File: config.mk
export PLATFORM = sky130hd
export DESIGN_NAME = qoi_stream_decoder_top
export DESIGN_NICKNAME = d
export VERILOG_FILES = /design/src/hdl/qsd_pkg.sv /design/src/hdl/qsd_front.sv /design/src/hdl/qsd_fifo.sv /design/src/hdl/qsd_back.sv /design/src/hdl/qoi_stream_decoder_top.sv
export SDC_FILE = /design/constraint.sdc
export NUM_CORES = 2
export LEC_CHECK = 0
export ABC_AREA = 1
export BUFFER_PORTS_ARGS = -buffer_cell sky130_fd_sc_hd__buf_2
export CELL_PAD_IN_SITES_DETAIL_PLACEMENT = 1
export CELL_PAD_IN_SITES_GLOBAL_PLACEMENT = 1
export CORE_MARGIN = 2
export CORE_UTILIZATION = 45
export CTS_CLUSTER_DIAMETER = 100
export DETAILED_ROUTE_END_ITERATION = 8
export HOLD_SLACK_MARGIN = 0.15
export PLACE_DENSITY = 0.74
export SLEW_MARGIN = 10
export SYNTH_ARGS = -nofsm -noshare
export SYNTH_HDL_FRONTEND = slang
export SYNTH_SLANG_ARGS = --single-unit
File: constraint.sdc
create_clock -name clk_i -period 14.1 [get_ports clk_i]
set_input_delay 2.82 -clock clk_i [delete_from_list [all_inputs] [get_ports clk_i]]
set_output_delay 2.82 -clock clk_i [all_outputs]
set_load 0.1 [all_outputs]
File: src/hdl/qsd_pkg.sv
`default_nettype none

package qsd_pkg;

  // op queue between the byte parser and the pixel engine
  localparam int unsigned OpQueueDepth = 2;

  // recent-color table
  localparam int unsigned TableDepth = 64;
  localparam int unsigned TableAw    = $clog2(TableDepth);

  // opcode bytes and two-bit tags
  localparam logic [7:0] OPC_RGB   = 8'hfe;
  localparam logic [7:0] OPC_RGBA  = 8'hff;
  localparam logic [1:0] TAG_INDEX = 2'b00;
  localparam logic [1:0] TAG_DIFF  = 2'b01;
  localparam logic [1:0] TAG_LUMA  = 2'b10;
  localparam logic [1:0] TAG_RUN   = 2'b11;

  // delta biases
  localparam logic [7:0] DIFF_BIAS    = 8'd2;
  localparam logic [7:0] LUMA_G_BIAS  = 8'd32;
  localparam logic [7:0] LUMA_RB_BIAS = 8'd8;

  typedef enum logic [2:0] {
    OP_INDEX,
    OP_DIFF,
    OP_LUMA,
    OP_RUN,
    OP_RGB,
    OP_RGBA
  } op_kind_e;

  typedef struct packed {
    logic [7:0] r;
    logic [7:0] g;
    logic [7:0] b;
    logic [7:0] a;
  } pixel_t;

  // one complete op: arg is the opcode byte (for luma only its low six bits), arg2 the second luma byte
  typedef struct packed {
    op_kind_e   kind;
    logic [7:0] arg;
    logic [7:0] arg2;
    pixel_t     lit;
  } op_t;

  localparam pixel_t PIXEL_RESET = '{r: 8'h00, g: 8'h00, b: 8'h00, a: 8'hff};

  // table slot: (3r + 5g + 7b + 11a) mod 64, only low bits matter
  function automatic logic [TableAw-1:0] qsd_hash(input pixel_t p);
    logic [TableAw-1:0] h;
    h = TableAw'(TableAw'(3) * p.r[TableAw-1:0])
      + TableAw'(TableAw'(5) * p.g[TableAw-1:0])
      + TableAw'(TableAw'(7) * p.b[TableAw-1:0])
      + TableAw'(TableAw'(11) * p.a[TableAw-1:0]);
    return h;
  endfunction

endpackage

`default_nettype wire

File: src/hdl/qsd_front.sv
`default_nettype none

module qsd_front (
  input  wire logic          clk_i,
  input  wire logic          rst_ni,
  input  wire logic          push_i,
  input  wire logic [7:0]    code_byte_i,
  output logic               full_o,
  output logic               q_push_o,
  output qsd_pkg::op_t       q_op_o,
  input  wire logic          q_full_i
);

  typedef enum logic [3:0] {
    PH_OPCODE,
    PH_RGB_R,
    PH_RGB_G,
    PH_RGB_B,
    PH_RGBA_R,
    PH_RGBA_G,
    PH_RGBA_B,
    PH_RGBA_A,
    PH_LUMA
  } phase_e;

  phase_e      phase_q, phase_d;
  logic [7:0]  lit_r_q, lit_r_d;
  logic [7:0]  lit_g_q, lit_g_d;
  logic [7:0]  lit_b_q, lit_b_d;
  logic [5:0]  luma_q, luma_d;
  logic        accept;

  // hold bytes off while the op queue has no room
  assign full_o = q_full_i;
  assign accept = push_i && !q_full_i;

  // byte classification and op assembly
  always_comb begin
    phase_d  = phase_q;
    lit_r_d  = lit_r_q;
    lit_g_d  = lit_g_q;
    lit_b_d  = lit_b_q;
    luma_d   = luma_q;
    q_push_o = 1'b0;
    q_op_o   = '{kind: qsd_pkg::OP_INDEX, arg: code_byte_i, arg2: 8'h00, lit: '0};
    if (accept) begin
      unique case (phase_q)
        PH_RGB_R: begin
          lit_r_d = code_byte_i;
          phase_d = PH_RGB_G;
        end
        PH_RGB_G: begin
          lit_g_d = code_byte_i;
          phase_d = PH_RGB_B;
        end
        PH_RGB_B: begin
          q_push_o    = 1'b1;
          q_op_o.kind = qsd_pkg::OP_RGB;
          q_op_o.lit  = '{r: lit_r_q, g: lit_g_q, b: code_byte_i, a: 8'h00};
          phase_d     = PH_OPCODE;
        end
        PH_RGBA_R: begin
          lit_r_d = code_byte_i;
          phase_d = PH_RGBA_G;
        end
        PH_RGBA_G: begin
          lit_g_d = code_byte_i;
          phase_d = PH_RGBA_B;
        end
        PH_RGBA_B: begin
          lit_b_d = code_byte_i;
          phase_d = PH_RGBA_A;
        end
        PH_RGBA_A: begin
          q_push_o    = 1'b1;
          q_op_o.kind = qsd_pkg::OP_RGBA;
          q_op_o.lit  = '{r: lit_r_q, g: lit_g_q, b: lit_b_q, a: code_byte_i};
          phase_d     = PH_OPCODE;
        end
        PH_LUMA: begin
          q_push_o    = 1'b1;
          q_op_o.kind = qsd_pkg::OP_LUMA;
          q_op_o.arg  = {2'b00, luma_q};
          q_op_o.arg2 = code_byte_i;
          phase_d     = PH_OPCODE;
        end
        PH_OPCODE: begin
          priority if (code_byte_i == qsd_pkg::OPC_RGB) begin
            phase_d = PH_RGB_R;
          end else if (code_byte_i == qsd_pkg::OPC_RGBA) begin
            phase_d = PH_RGBA_R;
          end else begin
            unique case (code_byte_i[7:6])
              qsd_pkg::TAG_INDEX: begin
                q_push_o    = 1'b1;
                q_op_o.kind = qsd_pkg::OP_INDEX;
              end
              qsd_pkg::TAG_DIFF: begin
                q_push_o    = 1'b1;
                q_op_o.kind = qsd_pkg::OP_DIFF;
              end
              qsd_pkg::TAG_LUMA: begin
                luma_d  = code_byte_i[5:0];
                phase_d = PH_LUMA;
              end
              qsd_pkg::TAG_RUN: begin
                q_push_o    = 1'b1;
                q_op_o.kind = qsd_pkg::OP_RUN;
              end
              default: begin
                phase_d = PH_OPCODE;
              end
            endcase
          end
        end
        default: begin
          phase_d = PH_OPCODE;
        end
      endcase
    end
  end

  // parse phase
  always_ff @(posedge clk_i or negedge rst_ni) begin
    if (!rst_ni) begin
      phase_q <= PH_OPCODE;
    end else begin
      phase_q <= phase_d;
    end
  end

  // partial op bytes
  always_ff @(posedge clk_i) begin
    lit_r_q <= lit_r_d;
    lit_g_q <= lit_g_d;
    lit_b_q <= lit_b_d;
    luma_q  <= luma_d;
  end

endmodule

`default_nettype wire

File: src/hdl/qsd_fifo.sv
`default_nettype none

module qsd_fifo #(
  parameter int unsigned Depth = qsd_pkg::OpQueueDepth
) (
  input  wire logic          clk_i,
  input  wire logic          rst_ni,
  input  wire logic          push_i,
  input  qsd_pkg::op_t       op_i,
  output logic               full_o,
  input  wire logic          pop_i,
  output qsd_pkg::op_t       op_o,
  output logic               empty_o
);

  localparam int unsigned PtrW = (Depth > 1) ? $clog2(Depth) : 1;
  localparam int unsigned CntW = $clog2(Depth + 1);

  qsd_pkg::op_t    mem_q [Depth];
  logic [PtrW-1:0] wr_ptr_q;
  logic [PtrW-1:0] rd_ptr_q;
  logic [CntW-1:0] count_q;
  logic            do_push;
  logic            do_pop;

  assign full_o  = (count_q == CntW'(Depth));
  assign empty_o = (count_q == '0);
  assign do_push = push_i && !full_o;
  assign do_pop  = pop_i && !empty_o;
  assign op_o    = mem_q[rd_ptr_q];

  // entry storage
  always_ff @(posedge clk_i) begin
    if (do_push) begin
      mem_q[wr_ptr_q] <= op_i;
    end
  end

  // pointers and fill count
  always_ff @(posedge clk_i or negedge rst_ni) begin
    if (!rst_ni) begin
      wr_ptr_q <= '0;
      rd_ptr_q <= '0;
      count_q  <= '0;
    end else begin
      if (do_push) begin
        wr_ptr_q <= (wr_ptr_q == PtrW'(Depth - 1)) ? '0 : wr_ptr_q + PtrW'(1);
      end
      if (do_pop) begin
        rd_ptr_q <= (rd_ptr_q == PtrW'(Depth - 1)) ? '0 : rd_ptr_q + PtrW'(1);
      end
      if (do_push && !do_pop) begin
        count_q <= count_q + CntW'(1);
      end else if (do_pop && !do_push) begin
        count_q <= count_q - CntW'(1);
      end
    end
  end

endmodule

`default_nettype wire

File: src/hdl/qsd_back.sv
`default_nettype none

module qsd_back (
  input  wire logic          clk_i,
  input  wire logic          rst_ni,
  input  qsd_pkg::op_t       q_op_i,
  input  wire logic          q_empty_i,
  output logic               q_pop_o,
  input  wire logic          pop_i,
  output logic               empty_o,
  output logic [7:0]         red_o,
  output logic [7:0]         green_o,
  output logic [7:0]         blue_o,
  output logic [7:0]         alpha_o,
  output logic               last_of_run_o
);

  typedef enum logic [1:0] {
    S_IDLE,
    S_READ,
    S_EMIT
  } state_e;

  state_e                         state_q;
  qsd_pkg::pixel_t                cur_q;
  logic [5:0]                     remain_q;
  logic                           out_valid_q;
  qsd_pkg::pixel_t                out_pix_q;
  logic                           out_last_q;

  qsd_pkg::pixel_t                tab_q [qsd_pkg::TableDepth];
  logic [qsd_pkg::TableDepth-1:0] tab_vld_q;
  qsd_pkg::pixel_t                rd_pix_q;
  logic                           rd_vld_q;
  logic [qsd_pkg::TableAw-1:0]    rd_addr;
  logic [qsd_pkg::TableAw-1:0]    wr_addr;
  logic                           tab_we;

  qsd_pkg::pixel_t                diff_pix;
  qsd_pkg::pixel_t                luma_pix;
  logic [7:0]                     luma_vg;
  logic                           slot_free;
  logic                           emit_now;

  assign q_pop_o   = (state_q == S_IDLE) && !q_empty_i;
  assign slot_free = !out_valid_q || pop_i;
  assign emit_now  = (state_q == S_EMIT) && slot_free;
  assign rd_addr   = q_op_i.arg[qsd_pkg::TableAw-1:0];
  assign wr_addr   = qsd_pkg::qsd_hash(cur_q);
  assign tab_we    = (state_q == S_EMIT);

  // small-delta update
  always_comb begin
    diff_pix   = cur_q;
    diff_pix.r = cur_q.r + {6'b0, q_op_i.arg[5:4]} - qsd_pkg::DIFF_BIAS;
    diff_pix.g = cur_q.g + {6'b0, q_op_i.arg[3:2]} - qsd_pkg::DIFF_BIAS;
    diff_pix.b = cur_q.b + {6'b0, q_op_i.arg[1:0]} - qsd_pkg::DIFF_BIAS;
  end

  // green-relative update
  always_comb begin
    luma_vg    = {2'b00, q_op_i.arg[5:0]} - qsd_pkg::LUMA_G_BIAS;
    luma_pix   = cur_q;
    luma_pix.r = cur_q.r + luma_vg + {4'b0, q_op_i.arg2[7:4]} - qsd_pkg::LUMA_RB_BIAS;
    luma_pix.g = cur_q.g + luma_vg;
    luma_pix.b = cur_q.b + luma_vg + {4'b0, q_op_i.arg2[3:0]} - qsd_pkg::LUMA_RB_BIAS;
  end

  // recent-color table, registered read
  always_ff @(posedge clk_i) begin
    if (tab_we) begin
      tab_q[wr_addr] <= cur_q;
    end
    rd_pix_q <= tab_q[rd_addr];
    rd_vld_q <= tab_vld_q[rd_addr];
  end

  // entry valid bits, unwritten entries read as zero
  always_ff @(posedge clk_i or negedge rst_ni) begin
    if (!rst_ni) begin
      tab_vld_q <= '0;
    end else if (tab_we) begin
      tab_vld_q[wr_addr] <= 1'b1;
    end
  end

  // op sequencer and output register
  always_ff @(posedge clk_i or negedge rst_ni) begin
    if (!rst_ni) begin
      state_q     <= S_IDLE;
      cur_q       <= qsd_pkg::PIXEL_RESET;
      remain_q    <= '0;
      out_valid_q <= 1'b0;
      out_pix_q   <= '0;
      out_last_q  <= 1'b0;
    end else begin
      if (emit_now) begin
        out_valid_q <= 1'b1;
      end else if (pop_i && out_valid_q) begin
        out_valid_q <= 1'b0;
      end
      unique case (state_q)
        S_IDLE: begin
          if (!q_empty_i) begin
            remain_q <= (q_op_i.kind == qsd_pkg::OP_RUN) ? q_op_i.arg[5:0] : '0;
            unique case (q_op_i.kind)
              qsd_pkg::OP_INDEX: begin
                state_q <= S_READ;
              end
              qsd_pkg::OP_DIFF: begin
                cur_q   <= diff_pix;
                state_q <= S_EMIT;
              end
              qsd_pkg::OP_LUMA: begin
                cur_q   <= luma_pix;
                state_q <= S_EMIT;
              end
              qsd_pkg::OP_RUN: begin
                state_q <= S_EMIT;
              end
              qsd_pkg::OP_RGB: begin
                cur_q.r <= q_op_i.lit.r;
                cur_q.g <= q_op_i.lit.g;
                cur_q.b <= q_op_i.lit.b;
                state_q <= S_EMIT;
              end
              qsd_pkg::OP_RGBA: begin
                cur_q   <= q_op_i.lit;
                state_q <= S_EMIT;
              end
              default: begin
                state_q <= S_IDLE;
              end
            endcase
          end
        end
        S_READ: begin
          cur_q   <= rd_vld_q ? rd_pix_q : '0;
          state_q <= S_EMIT;
        end
        S_EMIT: begin
          if (slot_free) begin
            out_pix_q  <= cur_q;
            out_last_q <= (remain_q == '0);
            if (remain_q == '0) begin
              state_q <= S_IDLE;
            end else begin
              remain_q <= remain_q - 6'd1;
            end
          end
        end
        default: begin
          state_q <= S_IDLE;
        end
      endcase
    end
  end

  assign empty_o       = !out_valid_q;
  assign red_o         = out_pix_q.r;
  assign green_o       = out_pix_q.g;
  assign blue_o        = out_pix_q.b;
  assign alpha_o       = out_pix_q.a;
  assign last_of_run_o = out_last_q;

endmodule

`default_nettype wire

File: src/hdl/qoi_stream_decoder_top.sv
// QOI op-stream decoder. Bytes enter through a queue-style port (push/full) and decoded
// pixels leave through another (empty/pop); a pixel sits on the result ports while empty
// is low. A byte parser takes one byte per cycle while the op queue has room, assembles
// multi-byte ops and hands whole ops to a queue of OpQueueDepth entries; a pixel engine
// drains that queue, one op at a time. In the engine a diff, luma, RGB or RGBA op goes from
// idle straight to emit, an index op passes through a read state for the registered read of
// the 64-entry color table, and a run emits its n pixels one per cycle into the output
// register while that register is free. The engine's op rate sets the sustained byte rate
// for single-byte ops; during runs the full signal holds the byte source back. The current
// pixel resets to opaque black and the color table reads as zero until written.
`default_nettype none

module qoi_stream_decoder_top #(
  parameter int unsigned OpQueueDepth = qsd_pkg::OpQueueDepth
) (
  input  wire logic       clk_i,
  input  wire logic       rst_ni,
  input  wire logic       push,
  output logic            full,
  input  wire logic [7:0] code_byte_i,
  output logic            empty,
  input  wire logic       pop,
  output logic [7:0]      red_o,
  output logic [7:0]      green_o,
  output logic [7:0]      blue_o,
  output logic [7:0]      alpha_o,
  output logic            last_of_run_o
);

  qsd_pkg::op_t push_op;
  qsd_pkg::op_t head_op;
  logic         q_push;
  logic         q_full;
  logic         q_pop;
  logic         q_empty;

  // byte parser
  qsd_front u_front (
    .clk_i       (clk_i),
    .rst_ni      (rst_ni),
    .push_i      (push),
    .code_byte_i (code_byte_i),
    .full_o      (full),
    .q_push_o    (q_push),
    .q_op_o      (push_op),
    .q_full_i    (q_full)
  );

  // op queue
  qsd_fifo #(
    .Depth (OpQueueDepth)
  ) u_fifo (
    .clk_i   (clk_i),
    .rst_ni  (rst_ni),
    .push_i  (q_push),
    .op_i    (push_op),
    .full_o  (q_full),
    .pop_i   (q_pop),
    .op_o    (head_op),
    .empty_o (q_empty)
  );

  // pixel engine
  qsd_back u_back (
    .clk_i         (clk_i),
    .rst_ni        (rst_ni),
    .q_op_i        (head_op),
    .q_empty_i     (q_empty),
    .q_pop_o       (q_pop),
    .pop_i         (pop),
    .empty_o       (empty),
    .red_o         (red_o),
    .green_o       (green_o),
    .blue_o        (blue_o),
    .alpha_o       (alpha_o),
    .last_of_run_o (last_of_run_o)
  );

endmodule

`default_nettype wire

## After elaboration in Yosys (flattened, before gate mapping)

Memories as Yosys holds them, arrays and structs flattened. A register that Yosys moved wholly into a read port is not among the register bits.
Index checks and enable logic that the tools add are counted.

- Register bits after elaboration: 177
- Bits of input ports: 12
- Output and inout port bits: 35
- Memory bits (writable): 2150
- Memories kept: 2

- $mul: 4
- Reduce and logical (&&, ||, !) cells: 41
- Equal/unequal tests: 28
- $lt $le $gt $ge: 3
- Bitwise operators: 3
- $add $sub $neg: 22
- Multiplexer cells: 45

Memory list:

| name | depth | bits a word | read ports | clocked after memory_dff | wr ports | RTL line | RTL |
|---|---|---|---|---|---|---|---|
| u_back.tab_q | 64 | 32 | 1 | 1 | 1 | qsd_back.sv:31 | `qsd_pkg::pixel_t tab_q [qsd_pkg::TableDepth];` |
| u_fifo.mem_q | 2 | 51 | 1 | 0 | 1 | qsd_fifo.sv:19 | `qsd_pkg::op_t mem_q [Depth];` |

Operators by type and width:

| cell | count |
|---|---|
| $pmux 32 s2 | 2 |
| $pmux 24 s3 | 1 |
| $mux 32 | 2 |
| $or 64x64->64 | 1 |
| $mux 51 | 1 |
| $add 8x2->8 | 3 |
| $add 8x8->8 | 3 |
| $mux 6 | 4 |
| $pmux 4 s6 | 1 |
| $sub 8x2->8 const B | 3 |
| $add 6x6->6 | 3 |
| $add 8x4->8 | 2 |
| $eq 4x3->1 const B | 4 |
| $eq 8x8->1 const B | 2 |
| $mux 16 | 1 |
| $sub 8x4->8 const B | 2 |
| $lt 6x7->1 const B | 2 |
| $mux 1 | 14 |
| $mul 3x6->6 const A | 2 |
| $mux 4 | 3 |
| $pmux 3 s4 | 1 |
| $pmux 6 s2 | 1 |
| $mux 2 | 5 |
| $ne 2x2->1 const B | 5 |
| other kinds (41) | 78 |

## Logic depth before layout (Yosys ltp)

- Depth after elaboration: 12
- Gate-level depth with buffers: 25
- Gate-level depth less buffers: 24

## By module

From an unflattened synthesis, not the netlist that was laid out.

- Cell total of the unflattened synthesis: 7955
- Area, all modules: 96882.9 sq um

Modules (own cells, without submodules):

| module | times used | area an instance (sq um) | cells each | sequential area each (sq um) |
|---|---|---|---|---|
| qsd_back | 1 | 91176.2 | 7446 | 65622.9 |
| qsd_fifo | 1 | 3943.8 | 298 | 3163.0 |
| qsd_front | 1 | 1762.9 | 211 | 1001.0 |

## Worst setup path before layout

Ideal clock, no wire load.

- Path kind: reg2reg
- Start point: reg u_back.cur_q[10] (netlist bit)
- End point: mem u_back.tab_q[6][0] (netlist bit) (enable)
- Arrival time: 6.291 ns
- Buffers on the path: 1
- Data required time: 13.713 ns
- Setup slack: 7.423 ns
- Stages on the path, launching flop included: 25
- Cells stage by stage: dfrtp_1 inv_1 fa_1 inv_1 fa_1 inv_1 fa_1 fa_1 fa_1 inv_1 ha_1 a21oi_1 nand2_1 nand2_1 nand2_1 inv_1 nand3_1 nand2_1 inv_1 nand2_1 nand2_1 nor2_2 buf_2 nand3_1 inv_1

- Longest elaborated chain between the ends: 3

Ends and longest elaborated chain:

| what | RTL line | RTL |
|---|---|---|
| start: declaration | qsd_back.sv:25 | `qsd_pkg::pixel_t cur_q;` |
| start signal: assignment | qsd_back.sv:91 | `cur_q <= qsd_pkg::PIXEL_RESET;` |
| start signal: assignment | qsd_back.sv:111 | `cur_q <= diff_pix;` |
| start signal: assignment | qsd_back.sv:115 | `cur_q <= luma_pix;` |
| $mul 3x6->6 | qsd_pkg.sv:56 | `+ TableAw'(TableAw'(7) * p.b[TableAw-1:0])` |
| $add 6x6->6 | qsd_pkg.sv:56 |  |
| $add 6x6->6 | qsd_pkg.sv:57 | `+ TableAw'(TableAw'(11) * p.a[TableAw-1:0]);` |
| end: declaration | qsd_back.sv:31 |  |

Every way passes these cells.

## Final worst setup path

- Start point: reg u_back.cur_q[1] (netlist bit)
- End point: mem u_back.tab_q[29][12] (netlist bit) (enable)

- Longest elaborated chain between the ends: 2

Ends and longest elaborated chain:

| what | RTL line |
|---|---|
| $mul 4x6->6 | qsd_pkg.sv:57 |
| $add 6x6->6 | qsd_pkg.sv:57 |

Every way passes these cells.

==> results.ini <==
[sta]
timing.hold.ws_ns=0.454
min_period_over_period_pct=53.5
maxSlewHeadroom_pct=22.1
finalHoldViolations=0
rsz0062_at_grt=no
fmax_mhz=133
finalSetupViolations=0
skew_ns=0.0686
drv_slew=0
worstMarginPinSlew_ns=1.17
finalCriticalPeriod_ns=7.54
tns_ns=0

[die]
dieArea_um2=224000
dieHeight_um=473
row_count=172
core_um2=219000
fp.dieW_um=473
io_pins=47
start_util_pct=45.2

[finish]
n_fill_cell=22242
area_delta_synth_final_pct=10.6
layout-drive-gt1-share_pct=13.6
nets=8101

[clocking]
h-tree-depth=4
cts_resized=0
clkLatencyLatePin_ns=0.90
clock-sinks=2355
root_buffer=clkbuf_16
clockBufferDepth=3
clkTransAtPathRegs_ns=0.06
post_cts_buffers=0
cts_tree=done
cts_buffers=237
cts_hold_buf=0

[synthesis]
yosysUniqueCellTypes=52
ys_seq_area_share_pct=70.4
synth_largest_area_cell=edfxtp_1
yosysWarnings=0
ys_top_cells_by_area=edfxtp_1 66%, nand3_1 6.0%, nand2_1 4.6%
syn_area_um2=99000
syn_inst=8072
syn_nets=8203
syn-mean-instance-area_um2=12.3
synth_top_area_share_pct=66.0
ys_seq_elements=2355

[global_route]
grt_overflow=0
grt_max_degree=186
grt_pass1_vias=69424
track_usage_pct=27.6
antenna_found_initial=14
grt_pass1_wl_um=459000

[critical_path]
crit_path_end_kind=flop
crit_family=adder cells
cp_num_buf_inv=7
crit_path_top_delay_cell=dfstp_2
path_cells=buf_4, ha_1, inv_1, fa_1, fa_1, fa_1, fa_1, inv_1, ha_1, a21oi_1, nand2_1, nand2_1, nand2_1, inv_1, nand3_1, nand2_1, inv_1, nand2_1, nand2_1, buf_4, nor2_2, nand3_1, inv_2
max_stage_delay_ns=1.05
worstSetupPathType=flop to flop
crit_arrival_ns=8.06
start_kind=flop
worstPathRequired_ns=14.61
path_common_cell=nand2_1
path_max_fanout=39

[flow_run]
maxCapViolCount=0

[route]
viasPerCell=5.98
drtAntennaViolNets=0
wl_um=312000
drtPass1Iterations=6
post-route-drc-count=0
post_drt_wl_per_cell_um=28.2
drtIter0Drc=7064
vias=66103

[outcome]
status=completed

[placed_design]
gp_congestion=0.869
dpl.hpwl_um=177000
io_buffers=46

[min_path]
holdCritPathClass=flop to flop

-- stage by stage --
stage | area (um^2) | instances | util (%) | setup slack (ns)
after floorplan | 99000 | 8072 | - | 7.42
after global placement | 102000 | 10602 | 46.3 | 6.71
after detailed placement | 102000 | 10602 | 46.3 | 6.63
after CTS | 110000 | 11056 | 50.0 | 6.64
after global routing | 110000 | 11057 | 50.0 | 6.23
final | 110000 | 11060 | 50.0 | 6.56
-- cells in the final DEF, fill, tap and decap left out, drive strengths merged, types with 4 or more instances in the layout --
| master | count |
|---|---|
| ha | 82 |
| diode | 4 |
| nand4 | 45 |
| edfxtp | 2176 |
| xor2 | 10 |
| dfstp | 8 |
| nor3 | 5 |
| dfrtp | 138 |
| dfxtp | 33 |
| o32ai | 8 |
| a31oi | 35 |
| clkinvlp | 10 |
| inv | 455 |
| or2 | 454 |
| bufinv | 20 |
| buf | 171 |
| o21ai | 338 |
| nand2 | 1205 |
| clkbuf | 314 |
| o211ai | 579 |
| nand3 | 1188 |
| a22oi | 21 |
| a21oi | 66 |
| xnor2 | 14 |
| clkinv | 117 |
| fa | 37 |
| mux2 | 7 |
| nor2 | 633 |
-- tightest hold or removal path, stage by stage, from the launching register on --
cell,delay (ns)
dfrtp_1,0.32
inv_1,0.05
nand2_1,0.05
-- cells by family after synthesis --
| family | synth area share [%] |
|---|---|
| buf+inv | 4.22 |
| flops | 70.4 |
| xor+xnor | 0.220 |
| compound gates | 7.06 |
| simple gates | 16.2 |
| mux | 0.0999 |
| fa+ha+maj | 1.78 |
-- area by class of cell --
type / count / area, um^2 / area share, %
Sequential cell: 2355 / 69700 / 63.6
Timing Repair Buffer: 171 / 1270 / 1.16
Clock buffer: 314 / 6490 / 5.93
Clock inverter: 140 / 1470 / 1.34
Antenna cell: 4 / 10.0 / 0.00914
Tap cell: 2871 / 3590 / 3.28
Multi-Input combinational cell: 4743 / 25200 / 23.0
Inverter: 462 / 1770 / 1.62
-- cell usage after synthesis (all sizes together) --
library cell,count
o21a,2
nand2,1205
a211oi,1
nor4,1
o2bb2ai,1
dfxtp,33
nand3,1188
a21oi,66
inv,459
clkbuf,197
o22ai,1
a31oi,35
clkinv,3
a22oi,21
a221oi,1
o21ai,338
o31ai,1
edfxtp,2176
nand4,45
ha,82
nor3,5
a32oi,1
or2,454
buf,315
o32ai,8
o211ai,579
xnor2,14
xor2,10
dfstp,8
dfrtp,138
nand3b,2
a21o,2
nor2,633
mux2i,2
fa,37
mux2,7
o21bai,1
-- flip-flops by register name (all words and copies together), names as in the netlist --
register and count:
u_back.tab_q 2048, u_fifo.mem_q 98, u_back.tab_vld_q 64, u_back.cur_q 32
u_back.rd_pix_q 32, u_back.alpha_o 8, u_back.blue_o 8, u_back.green_o 8
u_back.red_o 8, u_front.lit_b_q 8, u_front.lit_g_q 8, u_front.lit_r_q 8
u_back.remain_q 6, u_front.luma_q 6, u_front.phase_q 4, u_back.state_q 2
u_fifo.count_q 2, u_back.last_of_run_o 1, u_back.out_valid_q 1, u_back.rd_vld_q 1
u_fifo.rd_ptr_q 1, u_fifo.wr_ptr_q 1
-- routing by layer --
metal,GRT usage (%),vias to the layer above,routed length [um]
met5,0,-,65
met4,12.1,10,14400
met3,4.40,580,22200
met2,45.0,2590,149000
met1,36.5,34224,126000
li1,-,28699,-
-- path summary, 6_finish.rpt --
kind                                                        from  depth (start not counted)                                to  slack, ns
worst min-delay path            u_back.tab_vld_q[10]$_DFFE_PN0P_                          2  u_back.tab_vld_q[10]$_DFFE_PN0P_       0.45
max in group asynchronous                                 rst_ni                          2  u_back.tab_vld_q[28]$_DFFE_PN0P_      10.49
min in group asynchronous                                 rst_ni                          1     u_back.green_o[4]$_DFFE_PN0P_       1.96
worst min register to register  u_back.tab_vld_q[10]$_DFFE_PN0P_                          2  u_back.tab_vld_q[10]$_DFFE_PN0P_       0.45
worst max register to register       u_back.cur_q[1]$_DFFE_PN1P_                         23    u_back.tab_q[29][12]$_DFFE_PP_       6.56
worst max-delay path                 u_back.cur_q[1]$_DFFE_PN1P_                         23    u_back.tab_q[29][12]$_DFFE_PP_       6.56
Power is not shown: default switching activity piles up to over one toggle a cycle in this logic, so the estimate is an artifact.
